===== config.mk =====
export PLATFORM = sky130hd
export DESIGN_NAME = guarded_weight_class_gate_core
export DESIGN_NICKNAME = d
export VERILOG_FILES = /design/src/sv/gwcg_pkg.sv /design/src/sv/gwcg_in_stage.sv /design/src/sv/gwcg_decide.sv /design/src/sv/gwcg_out_stage.sv /design/src/sv/guarded_weight_class_gate_core.sv
export SDC_FILE = /design/constraint.sdc
export NUM_CORES = 1
export LEC_CHECK = 0
export ABC_AREA = 1
export ABC_CLOCK_PERIOD_IN_PS = 11900
export BUFFER_PORTS_ARGS = -buffer_cell sky130_fd_sc_hd__buf_2
export CAP_MARGIN = 20
export CELL_PAD_IN_SITES_DETAIL_PLACEMENT = 0
export CELL_PAD_IN_SITES_GLOBAL_PLACEMENT = 2
export CORE_MARGIN = 2
export CORE_UTILIZATION = 38
export CTS_CLUSTER_SIZE = 40
export DETAILED_ROUTE_END_ITERATION = 7
export PLACE_DENSITY = 0.95
export SLEW_MARGIN = 40
export SYNTH_ARGS = -nofsm -noshare
export SYNTH_HDL_FRONTEND = slang
export SYNTH_SLANG_ARGS = --single-unit

===== constraint.sdc =====
create_clock -name clk -period 11.9 [get_ports clk]
set_input_delay 1.785 -clock clk [delete_from_list [all_inputs] [get_ports clk]]
set_output_delay 1.785 -clock clk [all_outputs]
set_load 0.03 [all_outputs]

===== src/sv/gwcg_pkg.sv =====
// ----------------------------------------------------------------------------
// gwcg_pkg
// Shared types and codes for the guarded weight class gate.
// ----------------------------------------------------------------------------
package gwcg_pkg;

	// Operating modes
	localparam logic [1:0] MODE_OFF     = 2'd0;
	localparam logic [1:0] MODE_STATIC  = 2'd1;
	localparam logic [1:0] MODE_DYNAMIC = 2'd2;

	// Formal states
	localparam logic [1:0] ST_DISABLED = 2'd0;
	localparam logic [1:0] ST_OK       = 2'd2;

	// Classifier codes
	localparam logic [2:0] CLS_HIGH    = 3'd2;
	localparam logic [2:0] CLS_PENDING = 3'd3;

	// Item kinds
	localparam logic CMD_SAMPLE   = 1'b0;
	localparam logic CMD_SET_MODE = 1'b1;

	// Reason codes
	localparam logic [3:0] RS_OFF      = 4'd0;
	localparam logic [3:0] RS_SWITCH   = 4'd1;
	localparam logic [3:0] RS_DISABLED = 4'd2;
	localparam logic [3:0] RS_FAULT    = 4'd3;
	localparam logic [3:0] RS_CAL      = 4'd4;
	localparam logic [3:0] RS_STALE    = 4'd5;
	localparam logic [3:0] RS_PENDING  = 4'd6;
	localparam logic [3:0] RS_INVALID  = 4'd7;
	localparam logic [3:0] RS_ACTIVE   = 4'd8;

	// Sample flag bits
	localparam int FLAG_ENABLED = 0;
	localparam int FLAG_FAULT   = 1;
	localparam int FLAG_CAL     = 2;

	// Register map
	localparam int          ADDR_BITS          = 3;
	localparam logic        REG_STALE_TIMEOUT  = 1'b0;
	localparam logic [31:0] STALE_TIMEOUT_RST  = 32'd250;

	// One input transaction
	typedef struct packed {
		logic               cmd;
		logic        [2:0]  sample_flags;
		logic        [31:0] sample_seq;
		logic        [31:0] sample_time_ms;
		logic        [31:0] now_time_ms;
		logic        [2:0]  static_class_code;
		logic        [2:0]  dynamic_class_code;
		logic signed [31:0] weight_ug;
		logic        [1:0]  new_mode;
		logic        [31:0] expected_gen;
		logic               check_gen;
	} item_t;

	// One result transaction
	typedef struct packed {
		logic        [1:0]  weigh_state;
		logic               is_qualified;
		logic               ok_entered;
		logic               state_moved;
		logic signed [31:0] weight_out_ug;
		logic        [3:0]  reason_code;
		logic               accepted;
		logic        [31:0] generation_out;
	} result_t;

endpackage


===== src/sv/gwcg_in_stage.sv =====
// ----------------------------------------------------------------------------
// gwcg_in_stage
// Input register: holds one accepted transaction until the gate consumes it.
// ----------------------------------------------------------------------------
module gwcg_in_stage import gwcg_pkg::*; (
	input  logic  clk,
	input  logic  arst_n,
	input  logic  in_valid,
	output logic  in_ready,
	input  item_t in_item,
	input  logic  take,
	output logic  valid_s1,
	output item_t item_s1
);

	// free when empty or when the held item leaves this cycle
	assign in_ready = !valid_s1 || take;

	// valid flag
	always_ff @(posedge clk or negedge arst_n) begin
		if (!arst_n) begin
			valid_s1 <= 1'b0;
		end else if (in_ready) begin
			valid_s1 <= in_valid;
		end
	end

	// payload
	always_ff @(posedge clk) begin
		if (in_ready && in_valid) begin
			item_s1 <= in_item;
		end
	end

endmodule


===== src/sv/gwcg_decide.sv =====
// ----------------------------------------------------------------------------
// gwcg_decide
// Gate state and the single-pass guard chain for mode sets and samples.
// ----------------------------------------------------------------------------
module gwcg_decide import gwcg_pkg::*; #(
	parameter int SEQ_BITS = 32
) (
	input  logic        clk,
	input  logic        arst_n,
	input  logic        fire,
	input  item_t       item,
	input  logic [31:0] stale_timeout_ms,
	output result_t     result
);

	logic [1:0]          mode_q;
	logic [31:0]         gen_q;
	logic                armed_q;
	logic [SEQ_BITS-1:0] switch_seq_q;
	logic [SEQ_BITS-1:0] last_seq_q;
	logic [1:0]          state_q;
	logic [3:0]          reason_q;

	logic [1:0]          mode_d;
	logic [31:0]         gen_d;
	logic                armed_d;
	logic [SEQ_BITS-1:0] switch_seq_d;
	logic [SEQ_BITS-1:0] last_seq_d;
	logic [1:0]          state_d;
	logic [3:0]          reason_d;

	logic [SEQ_BITS-1:0] seq;
	logic [31:0]         age;
	logic [2:0]          cand;
	logic                qual;
	logic                ok_in;
	logic                acc;

	assign seq  = item.sample_seq[SEQ_BITS-1:0];
	assign age  = item.now_time_ms - item.sample_time_ms;
	assign cand = (mode_q == MODE_STATIC) ? item.static_class_code : item.dynamic_class_code;

	// guard chain
	always_comb begin
		mode_d       = mode_q;
		gen_d        = gen_q;
		armed_d      = armed_q;
		switch_seq_d = switch_seq_q;
		last_seq_d   = last_seq_q;
		state_d      = state_q;
		reason_d     = reason_q;
		qual         = 1'b0;
		ok_in        = 1'b0;
		acc          = 1'b1;
		case (item.cmd)
			CMD_SET_MODE: begin
				if (item.new_mode > MODE_DYNAMIC ||
				    (item.check_gen && item.expected_gen != gen_q)) begin
					acc = 1'b0;
				end else if (item.new_mode != mode_q) begin
					mode_d       = item.new_mode;
					gen_d        = gen_q + 32'd1;
					armed_d      = 1'b0;
					switch_seq_d = last_seq_q;
					state_d      = ST_DISABLED;
					reason_d     = (item.new_mode == MODE_OFF) ? RS_OFF : RS_SWITCH;
				end
			end
			CMD_SAMPLE: begin
				last_seq_d = seq;
				state_d    = ST_DISABLED;
				if (mode_q == MODE_OFF) begin
					reason_d = RS_OFF;
				end else if (!item.sample_flags[FLAG_ENABLED]) begin
					reason_d = RS_DISABLED;
				end else if (item.sample_flags[FLAG_FAULT]) begin
					reason_d = RS_FAULT;
				end else if (item.sample_flags[FLAG_CAL]) begin
					reason_d = RS_CAL;
				end else if (age > stale_timeout_ms) begin
					reason_d = RS_STALE;
				end else if (!armed_q) begin
					// first fresh sequence after a switch arms the gate
					if (seq != switch_seq_q) begin
						armed_d      = 1'b1;
						switch_seq_d = seq;
					end
					reason_d = RS_SWITCH;
				end else if (seq == switch_seq_q) begin
					reason_d = RS_SWITCH;
				end else if (cand == CLS_PENDING) begin
					reason_d = RS_PENDING;
				end else if (cand > CLS_HIGH) begin
					reason_d = RS_INVALID;
				end else begin
					reason_d = RS_ACTIVE;
					state_d  = cand[1:0] + 2'd1;
					qual     = 1'b1;
					ok_in    = (state_d == ST_OK) && (state_q != ST_OK);
				end
			end
			default: begin
				acc = 1'b0;
			end
		endcase
	end

	// result fields
	always_comb begin
		result.weigh_state    = state_d;
		result.is_qualified   = qual;
		result.ok_entered     = ok_in;
		result.state_moved    = (state_d != state_q);
		result.weight_out_ug  = (item.cmd == CMD_SAMPLE) ? item.weight_ug : 32'sd0;
		result.reason_code    = reason_d;
		result.accepted       = acc;
		result.generation_out = gen_d;
	end

	// gate state
	always_ff @(posedge clk or negedge arst_n) begin
		if (!arst_n) begin
			mode_q       <= MODE_OFF;
			gen_q        <= '0;
			armed_q      <= 1'b0;
			switch_seq_q <= '0;
			last_seq_q   <= '0;
			state_q      <= ST_DISABLED;
			reason_q     <= RS_OFF;
		end else if (fire) begin
			mode_q       <= mode_d;
			gen_q        <= gen_d;
			armed_q      <= armed_d;
			switch_seq_q <= switch_seq_d;
			last_seq_q   <= last_seq_d;
			state_q      <= state_d;
			reason_q     <= reason_d;
		end
	end

endmodule


===== src/sv/gwcg_out_stage.sv =====
// ----------------------------------------------------------------------------
// gwcg_out_stage
// Result register: holds a finished transaction until the sink takes it.
// ----------------------------------------------------------------------------
module gwcg_out_stage import gwcg_pkg::*; (
	input  logic    clk,
	input  logic    arst_n,
	input  logic    load,
	input  result_t res_in,
	output logic    free,
	output logic    out_valid,
	input  logic    out_ready,
	output result_t res_q
);

	assign free = !out_valid || out_ready;

	// valid flag
	always_ff @(posedge clk or negedge arst_n) begin
		if (!arst_n) begin
			out_valid <= 1'b0;
		end else if (free) begin
			out_valid <= load;
		end
	end

	// payload
	always_ff @(posedge clk) begin
		if (load) begin
			res_q <= res_in;
		end
	end

endmodule


===== src/sv/guarded_weight_class_gate_core.sv =====
// ----------------------------------------------------------------------------
// guarded_weight_class_gate_core
// Checkweigher class gate: mode sets with generation check, and a guard
// chain that decides whether a sample's class becomes the formal state.
// ----------------------------------------------------------------------------
//  Channel  | Handshake              | Payload
//  ---------+------------------------+------------------------------------
//  input    | in_valid / in_ready    | cmd, sample fields, mode set fields
//  output   | out_valid / out_ready  | weigh_state .. generation_out
//  config   | APB psel/penable       | stale_timeout_ms at byte address 0
//
//  One transaction per cycle while the output does not stall; out_valid
//  rises when the result register loads (guard chain from the input
//  register into the result register).
//  Reset clears the gate state and sets stale_timeout_ms to 250.
//  A stalled output holds its result; the input register takes one more
//  transaction, then in_ready drops until the result leaves.
// ----------------------------------------------------------------------------
module guarded_weight_class_gate_core import gwcg_pkg::*; #(
	parameter int SEQ_BITS = 32
) (
	input  logic                 clk,
	input  logic                 arst_n,
	// configuration
	input  logic                 psel,
	input  logic                 penable,
	input  logic                 pwrite,
	input  logic [ADDR_BITS-1:0] paddr,
	input  logic [31:0]          pwdata,
	output logic [31:0]          prdata,
	output logic                 pready,
	// input channel
	input  logic                 in_valid,
	output logic                 in_ready,
	input  logic                 cmd,
	input  logic [2:0]           sample_flags,
	input  logic [31:0]          sample_seq,
	input  logic [31:0]          sample_time_ms,
	input  logic [31:0]          now_time_ms,
	input  logic [2:0]           static_class_code,
	input  logic [2:0]           dynamic_class_code,
	input  logic signed [31:0]   weight_ug,
	input  logic [1:0]           new_mode,
	input  logic [31:0]          expected_gen,
	input  logic                 check_gen,
	// output channel
	output logic                 out_valid,
	input  logic                 out_ready,
	output logic [1:0]           weigh_state,
	output logic                 is_qualified,
	output logic                 ok_entered,
	output logic                 state_moved,
	output logic signed [31:0]   weight_out_ug,
	output logic [3:0]           reason_code,
	output logic                 accepted,
	output logic [31:0]          generation_out
);

	logic        stale_wr;
	logic [31:0] stale_timeout_q;
	item_t       in_item;
	item_t       item_s1;
	logic        valid_s1;
	logic        fire;
	logic        out_free;
	result_t     res_d;
	result_t     res_s2;

	// configuration register
	assign pready   = 1'b1;
	assign stale_wr = psel && penable && pwrite && (paddr[ADDR_BITS-1] == REG_STALE_TIMEOUT);

	always_ff @(posedge clk or negedge arst_n) begin
		if (!arst_n) begin
			stale_timeout_q <= STALE_TIMEOUT_RST;
		end else if (stale_wr) begin
			stale_timeout_q <= pwdata;
		end
	end

	assign prdata = (paddr[ADDR_BITS-1] == REG_STALE_TIMEOUT) ? stale_timeout_q : 32'd0;

	// pack input fields
	always_comb begin
		in_item.cmd                = cmd;
		in_item.sample_flags       = sample_flags;
		in_item.sample_seq         = sample_seq;
		in_item.sample_time_ms     = sample_time_ms;
		in_item.now_time_ms        = now_time_ms;
		in_item.static_class_code  = static_class_code;
		in_item.dynamic_class_code = dynamic_class_code;
		in_item.weight_ug          = weight_ug;
		in_item.new_mode           = new_mode;
		in_item.expected_gen       = expected_gen;
		in_item.check_gen          = check_gen;
	end

	assign fire = valid_s1 && out_free;

	gwcg_in_stage u_in (
		.clk      (clk),
		.arst_n   (arst_n),
		.in_valid (in_valid),
		.in_ready (in_ready),
		.in_item  (in_item),
		.take     (fire),
		.valid_s1 (valid_s1),
		.item_s1  (item_s1)
	);

	gwcg_decide #(
		.SEQ_BITS (SEQ_BITS)
	) u_decide (
		.clk              (clk),
		.arst_n           (arst_n),
		.fire             (fire),
		.item             (item_s1),
		.stale_timeout_ms (stale_timeout_q),
		.result           (res_d)
	);

	gwcg_out_stage u_out (
		.clk       (clk),
		.arst_n    (arst_n),
		.load      (fire),
		.res_in    (res_d),
		.free      (out_free),
		.out_valid (out_valid),
		.out_ready (out_ready),
		.res_q     (res_s2)
	);

	// unpack result fields
	assign weigh_state    = res_s2.weigh_state;
	assign is_qualified   = res_s2.is_qualified;
	assign ok_entered     = res_s2.ok_entered;
	assign state_moved    = res_s2.state_moved;
	assign weight_out_ug  = res_s2.weight_out_ug;
	assign reason_code    = res_s2.reason_code;
	assign accepted       = res_s2.accepted;
	assign generation_out = res_s2.generation_out;

endmodule


==> metrics.md <==
| Metric | Value |
|---|---|
| Part of the cycle the worst path needs | 44.3% |
| Worst reg2reg path endpoint | u_decide.switch_seq_q[19] |
| Drt wl/cell | 15.6 um |
| Commonest non-fill, non-tap cell in the layout | nand2_1 |
| Hold path depth | 2 |
| Total track usage | 18.2% |
| Fin. Hold Viols | 0 |
| Most frequent cells in the layout | 557 x nand2_1, 319 x buf_2, 247 x edfxtp_1 |
| Clock sinks | 386 |
| RePlAce Congestion | 0.904 |
| Slew headroom | 48.1% |
| PD cells | 184 nW/um2 |
| Row cnt | 82 |
| CP top delay family | simple AND/OR/NAND/NOR gates |
| Critical path data arrival time | 5720 ps |
| Final Setup Violations | 0 |
| Worst path required time | 12,350 ps |
| Cell mode on critical path | nand2_1 |
| CTS H-tree depth | 2 |
| Synth-to-Final Area Change | 18.9% |
| CTS Buffer Depth | 3 |
| Startpoint Class | flop |
| Place WS | 6550 ps |
| Layout cells sized above 1 | 17.9% |
| CTS clk-pin slew, worst paths | 60 ps |
| Final wirelength | 47,300 um |
| PnR worst setup slack | 6620 ps |
| Worst Reg-to-Reg Cells | 23 |
| Crit Path Class | flop to flop |
| PostCTS Resize Cnt | 0 |
| Final ANT Viol Nets | 0 |
| DRT iter0 DRCs | 864 |
| Final core utilization | 45.5% |
| Clock latency at the later pin of the worst-skew pair | 570 ps |
| Syn nets | 2,312 |
| Status | finished, final reports clean |
| RSZ-0062 raised after global routing | no |
| Post-CTS setup repair buffer count | 0 |
| Synth warn | 0 |
| Die Width | 228 um |
| GRT overflow | 0 |
| Max-cap violations | 0 |
| Initial core utilization | 38.3% |
| Slew Viols, Final | 0 |
| Routed vias | 14,200 |
| Synth top area cells | edfxtp_1 39%, dfrtp_1 17%, nand2_1 11%, inv_1 4.8%, ha_1 4.4% |
| Fill cell count | 4,797 |
| # IOs | 324 |
| Crit Reg-Reg Startpoint | u_in.item_s1[75] |
| DR vias/cell | 4.68 |
| Clock Tree Root | clkbuf_16 |
| CP Buf/Inv Count | 0 |
| CTS tree | done |
| Detailed Place HPWL | 33,800 um |
| Core Region | 49,900 um2 |
| Final setup TNS | 0 ps |
| Global-route wire length before repair | 76,000 um |
| IR drop worst, VDD | 125 uV |
| Cts bufs inserted | 43 |
| Yosys cell types | 47 |
| Slew @ Worst Pin | 770 ps |
| CP startpoint | u_in.item_s1[75] |
| CP peak stage delay | 610 ps |
| Synth top area share | 38.9% |
| CP Capture Type | flop |
| Die height | 228 um |
| Setup crit end | u_decide.switch_seq_q[19] |
| Sequential-to-total area share from yosys stat | 57.1% |
| Clock Skew | 17.5 ps |
| Worst R2R Setup Slack | 6620 ps |
| Cell chain of the critical path | ha_1, nand3_1, nand2_1, a21oi_1, o21ai_0, a21boi_0, o21ai_0, nand2_1, nand2_1, xor2_1, ha_1, a21oi_1, o21ai_0, nand2_1, nand2_1, a21oi_1, nand2_1, nand3_1, nand3_1, nor2_8, nand2_4, nand2_1, nand2_1 |
| Synthesized instance count | 2,029 |
| #FFs+latches synth | 386 |
| DR DRC count | 0 |
| Lkg Pwr | 0.0105 uW |
| Min cycle time layout | 5280 ps |
| Hold-fix buffers, CTS | 0 |
| Nets | 2,617 |
| Largest area contributor in the netlist | edfxtp_1 |
| Buffers on Ports | 320 |
| Syn_area_per_cell | 9.41 um2 |
| Initial antenna violation count | 1 |
| FMAX | 190 MHz |
| Vias in the first global route | 14,300 |
| Drt pass-1 iters | 5 |
| HP Class | flop to flop |
| CP Max Fanout | 35 |
| Die area | 52,000 um2 |
| Pin count of the biggest net entering global routing | 114 |
| Worst path depth | 23 |
| Worst path slowest cell | o21ai_0 |
| Syn Std Cell Area | 19,100 um2 |
==> per-stage QoR <==
stage	std cells	area [um2]	power, uW	hold slack, ps
after floorplan	2029	19100	2530	449
after global placement	2960	21200	2800	464
after detailed placement	2960	21200	2830	466
after CTS	3039	22700	4230	483
after global routing	3041	22700	4440	505
final	3041	22700	4180	477
==> report_power, final <==
group	total, uW	switching [uW]	leakage [uW]	internal, uW
combinational	980	646	0.00568	333
clock	1380	546	0.000720	831
sequential	1820	137	0.00413	1680
total	4180	1330	0.0105	2850
==> layer usage <==
layer | vias up | track usage, % | wire (um)
li1 | 7218 | - | -
met1 | 6666 | 24.0 | 21500
met2 | 299 | 30.8 | 22600
met3 | 61 | 3.41 | 2280
met4 | 0 | 4.94 | 953
met5 | - | 0 | 0
==> kinds of logic after synthesis <==
family                     count (synthesis)  share of synthesized area [%]
xor gates and xnor gates                  92                           4.42
adders and majority gates                 68                           4.50
muxes                                     10                          0.525
AOI/OAI and AO/OA                        243                           6.71
and+or+nand+nor                          913                           19.6
buffers and inverters                    316                           7.11
other                                      1                         0.0196
DFF                                      386                           57.1
==> worst min-delay path by stage <==
stage / startpoint / endpoint
2_1_floorplan: u_decide.reason_q[0] / u_decide.reason_q[0]
3_3_place_gp: u_decide.reason_q[0] / u_decide.reason_q[0]
3_5_place_dp: u_decide.reason_q[0] / u_decide.reason_q[0]
4_1_cts: u_decide.reason_q[0] / u_decide.reason_q[0]
5_1_grt: u_decide.last_seq_q[26] / u_decide.last_seq_q[26]
6_report: u_decide.reason_q[0] / u_decide.reason_q[0]
==> worst register-to-register path: cells and delay by family (launching register included) <==
| kind | cells | cell delay, ps |
|---|---|---|
| AND/OR/NAND/NOR | 13 | 2070 |
| AO/OA/AOI/OAI | 7 | 1910 |
| adder cells (fa/ha/maj) | 2 | 630 |
| flip-flops | 1 | 370 |
| XOR/XNOR | 1 | 180 |
==> cells in the mapped netlist (all sizes together) <==
library cell / count
xnor2: 63
dfstp: 6
o31ai: 1
o21bai: 6
o221ai: 1
dfrtp: 133
conb: 1
o21ai: 130
fa: 1
or2: 1
nand3: 86
nand2: 563
nand3b: 6
a21o: 4
ha: 67
and3: 1
o22ai: 1
inv: 246
edfxtp: 247
a31oi: 7
a21boi: 1
xor2: 29
a21oi: 85
o311ai: 1
buf: 33
and2: 9
nor3: 12
mux2i: 10
nor4: 7
clkbuf: 37
a221oi: 1
nor2: 207
or3: 1
nand4: 20
o21a: 5
==> sequential cells by signal, indices dropped and copies added (netlist names), 4 cells and up <==
name and flops:
u_decide.last_seq_q 32, u_decide.reason_q 4, u_in.item_s1 173, u_decide.switch_seq_q 32, stale_timeout_q 32, u_decide.gen_q 32
u_out.res_q 74
==> final cells by class <==
| cell class | count | area, um2 | area share [%] |
|---|---|---|---|
| Tap cell | 672 | 841 | 3.71 |
| Timing Repair Buffer | 330 | 1710 | 7.56 |
| Antenna cell | 1 | 2.50 | 0.0110 |
| Clock buffer | 54 | 1180 | 5.19 |
| Clock inverter | 25 | 283 | 1.25 |
| Sequential cell | 386 | 10900 | 48.1 |
| Inverter | 246 | 933 | 4.11 |
| Multi-Input combinational cell | 1327 | 6830 | 30.1 |
No activity file was read; power rests on OpenSTA's default activity.
